### src/rtl/core/dga_pkg.sv
// Package: shared types, constants and status codes of the degree assortativity unit.
package dga_pkg;

    localparam int MAX_NODES = 1024;
    localparam int MAX_EDGES = 65536;
    localparam int FRAC_BITS = 30;
    localparam int NODE_W    = 10;
    localparam int NODE_AW   = $clog2(MAX_NODES);
    localparam int EDGE_AW   = $clog2(MAX_EDGES);
    localparam int FILL_W    = 17;
    localparam int DEG_W     = 17;
    localparam logic [DEG_W-1:0] DEG_MAX = {DEG_W{1'b1}};
    localparam int PROD_W    = 72;
    localparam int DVD_W     = PROD_W + FRAC_BITS;
    localparam int DIV_STEPS = DVD_W;
    localparam int DIV_CW    = $clog2(DIV_STEPS + 1);
    localparam int Q_DEPTH   = 4;

    localparam logic KIND_ADD    = 1'b0;
    localparam logic KIND_FINISH = 1'b1;

    localparam logic [1:0] ST_OK       = 2'd0;
    localparam logic [1:0] ST_NO_EDGES = 2'd1;
    localparam logic [1:0] ST_ZERO_DEN = 2'd2;
    localparam logic [1:0] ST_OVERFLOW = 2'd3;

    typedef struct packed {
        logic              kind;
        logic [NODE_W-1:0] edge_src;
        logic [NODE_W-1:0] edge_dst;
    } t_in_item;

    typedef struct packed {
        logic signed [31:0] coefficient;
        logic [16:0]        edge_total;
        logic [1:0]         status;
    } t_out_item;

    typedef struct packed {
        logic              is_finish;
        logic              node_ok;
        logic [NODE_W-1:0] src;
        logic [NODE_W-1:0] dst;
    } t_cmd;

    typedef struct packed {
        logic [FILL_W-1:0] k;
        logic [63:0]       p;
        logic [47:0]       s;
        logic [63:0]       q;
    } t_arith_req;

    typedef struct packed {
        logic signed [31:0] coef;
        logic               zero_den;
    } t_arith_rsp;

endpackage

### src/rtl/core/dga_arith.sv
// Final arithmetic: serial products, numerator and denominator, long division and rounding.
module dga_arith import dga_pkg::*; (
    input  logic       i_clk,
    input  logic       i_rst_n,
    input  logic       i_start,
    input  t_arith_req i_req,
    output logic       o_done,
    output t_arith_rsp o_rsp
);

    localparam logic [2:0] A_IDLE = 3'd0;
    localparam logic [2:0] A_M1   = 3'd1;
    localparam logic [2:0] A_M2   = 3'd2;
    localparam logic [2:0] A_M3   = 3'd3;
    localparam logic [2:0] A_PREP = 3'd4;
    localparam logic [2:0] A_DIV  = 3'd5;
    localparam logic [2:0] A_RND  = 3'd6;
    localparam logic [2:0] A_DONE = 3'd7;

    logic [2:0]        r_state;
    t_arith_req        r_req;
    logic [PROD_W-1:0] r_mcand, r_acc, r_a, r_b, r_den, r_rem;
    logic [47:0]       r_mplier;
    logic [DVD_W-1:0]  r_dvd;
    logic [32:0]       r_quo;
    logic              r_qsat, r_neg;
    logic [DIV_CW-1:0] r_cnt;
    t_arith_rsp        r_rsp;

    logic              mul_done;
    logic [PROD_W-1:0] acc_step, num;
    logic              neg;
    logic [PROD_W:0]   rem_sh, den_x;
    logic              ge, rnd, big;
    logic [33:0]       qr;
    logic [31:0]       mag;

    assign o_done   = (r_state == A_DONE);
    assign o_rsp    = r_rsp;
    assign mul_done = (r_mplier == '0);
    assign acc_step = r_mplier[0] ? r_acc + r_mcand : r_acc;

    always_comb begin
        neg    = (r_a < r_b);
        num    = neg ? r_b - r_a : r_a - r_b;
        den_x  = {1'b0, r_den};
        rem_sh = {r_rem, r_dvd[DVD_W-1]};
        ge     = (rem_sh >= den_x);
        rnd    = (r_rem != '0) && ({r_rem, 1'b0} >= den_x);
        qr     = {1'b0, r_quo} + 34'(rnd);
        big    = r_qsat || (qr > 34'h0_8000_0000);
        mag    = big ? 32'h8000_0000 : qr[31:0];
    end

    always_ff @(posedge i_clk) begin
        unique case (r_state)
            A_IDLE: begin
                r_req    <= i_req;
                r_mcand  <= PROD_W'(i_req.s);
                r_mplier <= i_req.s;
                r_acc    <= '0;
            end
            A_M1, A_M2, A_M3: begin
                if (mul_done) begin
                    r_acc <= '0;
                    if (r_state == A_M1) begin
                        r_b      <= r_acc;
                        r_mcand  <= PROD_W'(r_req.p);
                        r_mplier <= 48'({r_req.k, 2'b00});
                    end else if (r_state == A_M2) begin
                        r_a      <= r_acc;
                        r_mcand  <= PROD_W'(r_req.q);
                        r_mplier <= 48'({r_req.k, 1'b0});
                    end else begin
                        r_mcand <= r_acc;
                    end
                end else begin
                    r_acc    <= acc_step;
                    r_mcand  <= r_mcand << 1;
                    r_mplier <= r_mplier >> 1;
                end
            end
            A_PREP: begin
                // third product sits in the multiplicand register
                r_neg  <= neg;
                r_den  <= r_mcand - r_b;
                r_rem  <= '0;
                r_dvd  <= {num, {FRAC_BITS{1'b0}}};
                r_quo  <= '0;
                r_qsat <= 1'b0;
                r_cnt  <= DIV_CW'(DIV_STEPS);
                if (r_mcand <= r_b) begin
                    r_rsp.coef     <= '0;
                    r_rsp.zero_den <= 1'b1;
                end
            end
            A_DIV: begin
                r_rem  <= ge ? PROD_W'(rem_sh - den_x) : rem_sh[PROD_W-1:0];
                r_dvd  <= r_dvd << 1;
                r_qsat <= r_qsat | r_quo[32];
                r_quo  <= {r_quo[31:0], ge};
                r_cnt  <= r_cnt - 1'b1;
            end
            A_RND: begin
                r_rsp.zero_den <= 1'b0;
                if (r_neg) begin
                    r_rsp.coef <= 32'(32'd0 - mag);
                end else if (big || qr > 34'h0_7FFF_FFFF) begin
                    r_rsp.coef <= 32'h7FFF_FFFF;
                end else begin
                    r_rsp.coef <= qr[31:0];
                end
            end
            default: begin
            end
        endcase
    end

    always_ff @(posedge i_clk) begin
        if (!i_rst_n) begin
            r_state <= A_IDLE;
        end else begin
            unique case (r_state)
                A_IDLE: if (i_start) r_state <= A_M1;
                A_M1:   if (mul_done) r_state <= A_M2;
                A_M2:   if (mul_done) r_state <= A_M3;
                A_M3:   if (mul_done) r_state <= A_PREP;
                A_PREP: r_state <= (r_mcand <= r_b) ? A_DONE : A_DIV;
                A_DIV:  if (r_cnt == DIV_CW'(1)) r_state <= A_RND;
                A_RND:  r_state <= A_DONE;
                A_DONE: r_state <= A_IDLE;
                default: r_state <= A_IDLE;
            endcase
        end
    end

endmodule

### config.mk
export PLATFORM = sky130hd
export DESIGN_NAME = dga_arith
export DESIGN_NICKNAME = d
export VERILOG_FILES = /design/src/rtl/core/dga_pkg.sv /design/src/rtl/core/dga_arith.sv
export SDC_FILE = /design/constraint.sdc
export NUM_CORES = 2
export LEC_CHECK = 0
export ABC_AREA = 1
export BUFFER_PORTS_ARGS = -buffer_cell sky130_fd_sc_hd__buf_2
export CAP_MARGIN = 20
export CORE_MARGIN = 2
export CORE_UTILIZATION = 49
export DETAILED_ROUTE_END_ITERATION = 10
export MAX_ROUTING_LAYER = met4
export PLACE_DENSITY = 0.74
export SYNTH_ARGS = -nofsm -noshare
export SYNTH_HDL_FRONTEND = slang
export SYNTH_SLANG_ARGS = --single-unit
### constraint.sdc
create_clock -name i_clk -period 16.9 [get_ports i_clk]
set_input_delay 3.38 -clock i_clk [delete_from_list [all_inputs] [get_ports i_clk]]
set_output_delay 3.38 -clock i_clk [all_outputs]
set_load 0.03 [all_outputs]
* Word-level counts from Yosys, hierarchy flattened
Cells that the tools add are included.
** Cells by class
- Equal/unequal tests :: 16
- Mux-type cells :: 30
- Magnitude comparators :: 6
- Reductions and logical operators :: 16
- Bitwise logic cells :: 2
- Add/subtract/negate cells :: 8
** Operators with widths (count)
- 2-to-1 mux 72 bit :: 7
- one-hot mux 72 bit (2 select lines) :: 3
- subtractor 72 bit :: 4
- one-hot mux 102 bit (2 select lines) :: 1
- greater-or-equal comparator 73 x 72 -> 1 bit :: 2
- 2-to-1 mux 48 bit :: 3
- one-hot mux 33 bit (2 select lines) :: 2
- 2-to-1 mux 32 bit :: 3
- one-hot mux 48 bit (2 select lines) :: 1
- adder 72 bit :: 1
- less-or-equal comparator 72 bit :: 1
- less-than comparator 72 bit :: 1
- nonzero test 72 bit :: 1
- logical NOT 48 bit :: 1
- adder 33 x 1 -> 34 bit :: 1
- greater-than comparator 34 x 31 -> 1 bit (second input constant) :: 1
- greater-than comparator 34 x 32 -> 1 bit (second input constant) :: 1
- 2-to-1 mux 33 bit :: 1
- subtractor 1 x 32 -> 32 bit (first input constant) :: 1
- one-hot mux 3 bit (8 select lines) :: 1
- 2-to-1 mux 3 bit :: 5
- one-hot mux 7 bit (2 select lines) :: 1
- equality test 3 bit (second input constant) :: 4
- != test 2 bit (second input constant) :: 6
- other kinds (19) :: 25
** Storage, ports and cells
- Output and inout port bits :: 34
- Logic and storage cells :: 96
- Bits of input ports :: 196
- Flip-flop bits (word level) :: 805

* Longest topological paths before layout
- Depth after elaboration :: 9
- Mapped depth :: 43
- Mapped depth without buffers :: 40

* Worst setup path before layout
No wires, ideal clock.
- Path kind :: register to register
- From :: reg r_state[2]
- To :: reg r_cnt[0], enable pin
- Clock period less this slack :: 15.666 ns
- Arrival :: 14.680 ns
- Setup time :: 0.985 ns
- Stages on the path, launching flop included :: 3
- Setup slack :: 1.234 ns
- Buffers on the path :: 0
- Cell sequence :: dfxtp_1 > inv_1 > o21ai_0
** Between the ends
- Cells in the longest elaborated chain, start to end :: 2
** Ends and longest elaborated chain
- from (decl) :: line dga_arith.sv:20 : logic [2:0] r_state;
- from (signal assigned) :: line dga_arith.sv:128 : A_PREP: r_state <= (r_mcand <= r_b) ? A_DONE : A_DIV;
- equality test 3 bit :: line dga_arith.sv:56 : unique case (r_state)
- nonzero test 2 bit (no source line) *
- to (signal assigned) :: line dga_arith.sv:91 : r_cnt <= DIV_CW'(DIV_STEPS);
- to (signal assigned) :: line dga_arith.sv:102 : r_cnt <= r_cnt - 1'b1;
- to (decl) :: line dga_arith.sv:27 : logic [DIV_CW-1:0] r_cnt;
Every way passes the cells marked *; elsewhere a longest branch is shown, timed or not.
A chain may end at the register's enable or synchronous reset.

* Worst setup path after layout
- From :: reg r_rem[54]
- To :: reg r_rsp (netlist bit o_rsp[17]) (data pin)
** Between the ends
- Cells in the longest elaborated chain, start to end :: 9
** Ends and longest elaborated chain
- from (decl) :: line dga_arith.sv:22 : logic [PROD_W-1:0] r_mcand, r_acc, r_a, r_b, r_den, r_rem;
- from (signal assigned) :: line dga_arith.sv:98 : r_rem <= ge ? PROD_W'(rem_sh - den_x) : rem_sh[PROD_W-1:0];
- greater-or-equal comparator 73 x 72 -> 1 bit or nonzero test 72 bit (tied branches) :: line dga_arith.sv:49 : rnd = (r_rem != '0) && ({r_rem, 1'b0} >= den_x);
- logical AND 1 bit * :: line dga_arith.sv:49
- adder 33 x 1 -> 34 bit * :: line dga_arith.sv:50 : qr = {1'b0, r_quo} + 34'(rnd);
- greater-than comparator 34 x 32 -> 1 bit :: line dga_arith.sv:51 : big = r_qsat || (qr > 34'h0_8000_0000);
- logical OR 1 bit :: line dga_arith.sv:51
- 2-to-1 mux 32 bit or logical OR 1 bit (tied branches) :: line dga_arith.sv:52, dga_arith.sv:108
- subtractor 1 x 32 -> 32 bit or 2-to-1 mux 32 bit (tied branches) :: line dga_arith.sv:107, dga_arith.sv:108
- 2-to-1 mux 32 bit * :: line dga_arith.sv:106 : if (r_neg) begin
- one-hot mux 33 bit (2 select lines) * :: line dga_arith.sv:56
- to (decl) :: line dga_arith.sv:28 : t_arith_rsp r_rsp;
Marked as above.

==> summary.md <==
| Metric | Value |
|---|---|
| RSZ-0062 raised after global routing | `no` |
| Worst-Margin Slew | `1.172 ns` |
| Cell area after synthesis | `0.05709 mm²` |
| CP Class | `flop to flop` |
| Final core utilization | `a little over half` |
| EDFF count, synth | `approximately 770` |
| Placeable core area | `0.1159 mm²` |
| Flops & latches, synth | `775` |
| Reg clk slew, reported paths | `0.06 ns` |
| Postcts setup bufs | `0` |
| Max cap viols | `0` |
| Pwr dens | `120.3 mW/mm²` |
| Gpl congestion | `between 1 and 1.5` |
| Final setup fails | `0` |
| Final worst path period share | `37.34%` |
| WP buf/inv | `5` |
| Die area | `0.1193 mm²` |
| Slew margin rel. | `21.07%` |
| Leading area contributor after synthesis | `edfxtp_1` |
| Synth top area share | `roughly two fifths` |
| Initial antenna violation count | `9` |
| DR WL/cell | `between 20 and 25 µm` |
| Number of fillers in the final layout | `around 11,000` |
| Top cells by area, synth | `edfxtp_1 41%, nand2_1 9.2%, ha_1 8.0%` |
| Crit start category | `flop` |
| Root buffer cell | `clkbuf_16` |
| DRT iter0 DRCs | `~5,600` |
| Critical Path AT | `about 6.8 ns` |
| Row cnt | `125` |
| Synthesis warning total | `0` |
| Post-DP HPWL | `184,300 µm` |
| Post_cts resized | `0` |
| Leakage | `27.02 nW` |
| All-Layer GR Usage | `37.96%` |
| Dominant synthesized flop cell | `edfxtp_1` |
| Post-Syn Instances | `7,351` |
| Fin crit period | `6.310 ns` |
| Netlist cell types | `between 60 and 70` |
| DRC viols | `0` |
| CTS Buffer Depth | `3` |
| Worst-Skew Late Latency | `0.72 ns` |
| Max FO, Critical Path | `50` |
| Clock skew | `between 0.05 and 0.06 ns` |
| Syn Nets | `approximately 7,900` |
| Die width | `345.4 µm` |
| Chip height | `around 350 µm` |
| Antenna-violating nets left | `0` |
| Via/cell ratio | `5.864` |
| Global route overflow | `0` |
| Top-count cell post-synth | `nand2_1` |
| Status | `completed` |
| Crit-path leading delay family | `simple AND/OR/NAND/NOR gates` |
| Final Max Tran Viols | `0` |
| Largest net degree at the start of global routing | `97` |
| Area grow syn2layout | `9.991%` |
| Final hold violations | `0` |
| Fraction of layout cells with a size suffix above 1 | `between 7 and 8%` |
| Worst min path class | `flop to flop` |
| Slowest cell delay on critical path | `0.42 ns` |
| DRT Pass-1 Iters | `8` |
| Worst vdd ir | `around 0.00027 V` |
| Worst setup EP type | `flop` |
| Net count, final | `8,112` |
| Total Neg Setup Slack | `0 ns` |
| Async set-reset flop share out of synthesis | `0%` |
| Fmax | `0.1585 GHz` |
| Ports | `230` |
| Initial Utilization | `49.27%` |
| Slowest-stage cell, CP | `edfxtp_1` |
| CTS tree | `done` |
| Top cells by count, synth | `1,403 x nand2_1, 1,153 x inv_1, 837 x nor2_1, 822 x a21oi_1, 772 x edfxtp_1` |
| Vias in the first global route | `52,730` |
| First-pass GRT wire length | `about 330,000 µm` |
| TritonCTS Buffers | `88` |
| Hold-fix buffers, CTS | `0` |
| Post-synthesis sequential area ratio | `roughly two fifths` |
| Clock sinks | `775` |
| PortBufs | `229` |
| Routed Wire Length | `225,200 µm` |
| CP Data Required Time | `approximately 17 ns` |
| H-Tree Depth | `3` |
| Mean post-synth cell area | `between 7 and 8 µm²` |
| DR vias | `53,650` |
==> registers in the layout (all words and copies together) (netlist names) <==
| signal | count |
|---|---|
| r_rem | 72 |
| r_mplier | 48 |
| r_mcand | 72 |
| r_den | 72 |
| r_dvd | 72 |
| o_rsp | 33 |
| r_neg | 1 |
| r_b | 72 |
| r_acc | 72 |
| r_req | 145 |
| r_qsat | 1 |
| r_state | 3 |
| r_a | 72 |
| r_cnt | 7 |
| r_quo | 33 |
==> cell usage in the layout, fill, tap and decap left out, types with 127 or more instances in the layout <==
cell / count
a21oi_1: 821
a31oi_1: 127
buf_2: 230
edfxtp_1: 772
ha_1: 363
inv_1: 1148
nand2_1: 1401
nand3_1: 201
nor2_1: 830
o21ai_0: 563
xor2_1: 132
==> kinds of logic after synthesis <==
| group | synth area share [%] |
|---|---|
| buffers and inverters | 8.893 |
| and+or+nand+nor | 19.39 |
| AOI/OAI and AO/OA | 19.16 |
| xor gates and xnor gates | 3.647 |
| DFF | 40.71 |
| muxes | 0.07013 |
| adders and majority gates | 8.130 |
==> final cells by class <==
| class | instances | area (µm²) | share of cell area, % |
|---|---|---|---|
| antenna | 12 | 30.03 | 0.04782 |
| clock buffer | 105 | 2266 | 3.608 |
| clock inverter | 50 | 635.6 | 1.012 |
| inverter | 1165 | 4378 | 6.971 |
| multi-input combinational | 5246 | 28860 | 45.96 |
| sequential | 775 | 23240 | 37.01 |
| tap | 1524 | 1907 | 3.036 |
| timing repair buffer | 272 | 1479 | 2.355 |
==> worst reg2reg max path, delay by kind of cell, from the launching register on <==
kind            cells  cell delay [ns]
simple gates       22             3.67
fa+ha+maj           4             1.13
compound gates      3             0.49
flops               1             0.42
buf+inv             5             0.36
==> power by group <==
group,internal (mW),switching (mW)
Combinational,0.744,1.74
Clock,1.09,0.853
Sequential,2.70,0.426
Total,4.53,3.02
==> routing by layer <==
metal	global-route usage, %	wire length (µm)
met1	45.15	87690
met2	61.70	105200
met3	6.422	18270
met4	20.23	13990
met5	-	0
==> metrics by stage <==
| stage | setup slack [ns] | power (mW) | area, µm² | hold slack (ns) | instances |
|---|---|---|---|---|---|
| final | 10.59 | 7.552 | 62800 | 0.5078 | 9149 |
| after global routing | 10.12 | 7.916 | 62800 | 0.5331 | 9148 |
| after CTS | 10.63 | 7.499 | 62740 | 0.4973 | 9135 |
| after detailed placement | 10.63 | 5.554 | 59840 | 0.5082 | 8980 |
| after global placement | 10.64 | 5.523 | 59840 | 0.4972 | 8980 |
| after floorplan | 1.234 | 4.590 | 57090 | 0.4648 | 7351 |
==> path summary, 6_finish.rpt <==
kind,from,to,slack (ns),depth (start not counted)
hold / removal,r_dvd[99]$_DFFE_PP_,r_dvd[100]$_DFFE_PP_,0.51,2
hold reg to reg,r_dvd[99]$_DFFE_PP_,r_dvd[100]$_DFFE_PP_,0.51,2
setup reg to reg,r_rem[54]$_SDFFCE_PN0P_,o_rsp[17]$_SDFFCE_PN0P_,10.59,34
setup / recovery,r_rem[54]$_SDFFCE_PN0P_,o_rsp[17]$_SDFFCE_PN0P_,10.59,34
(Power assumes the default switching activity.)
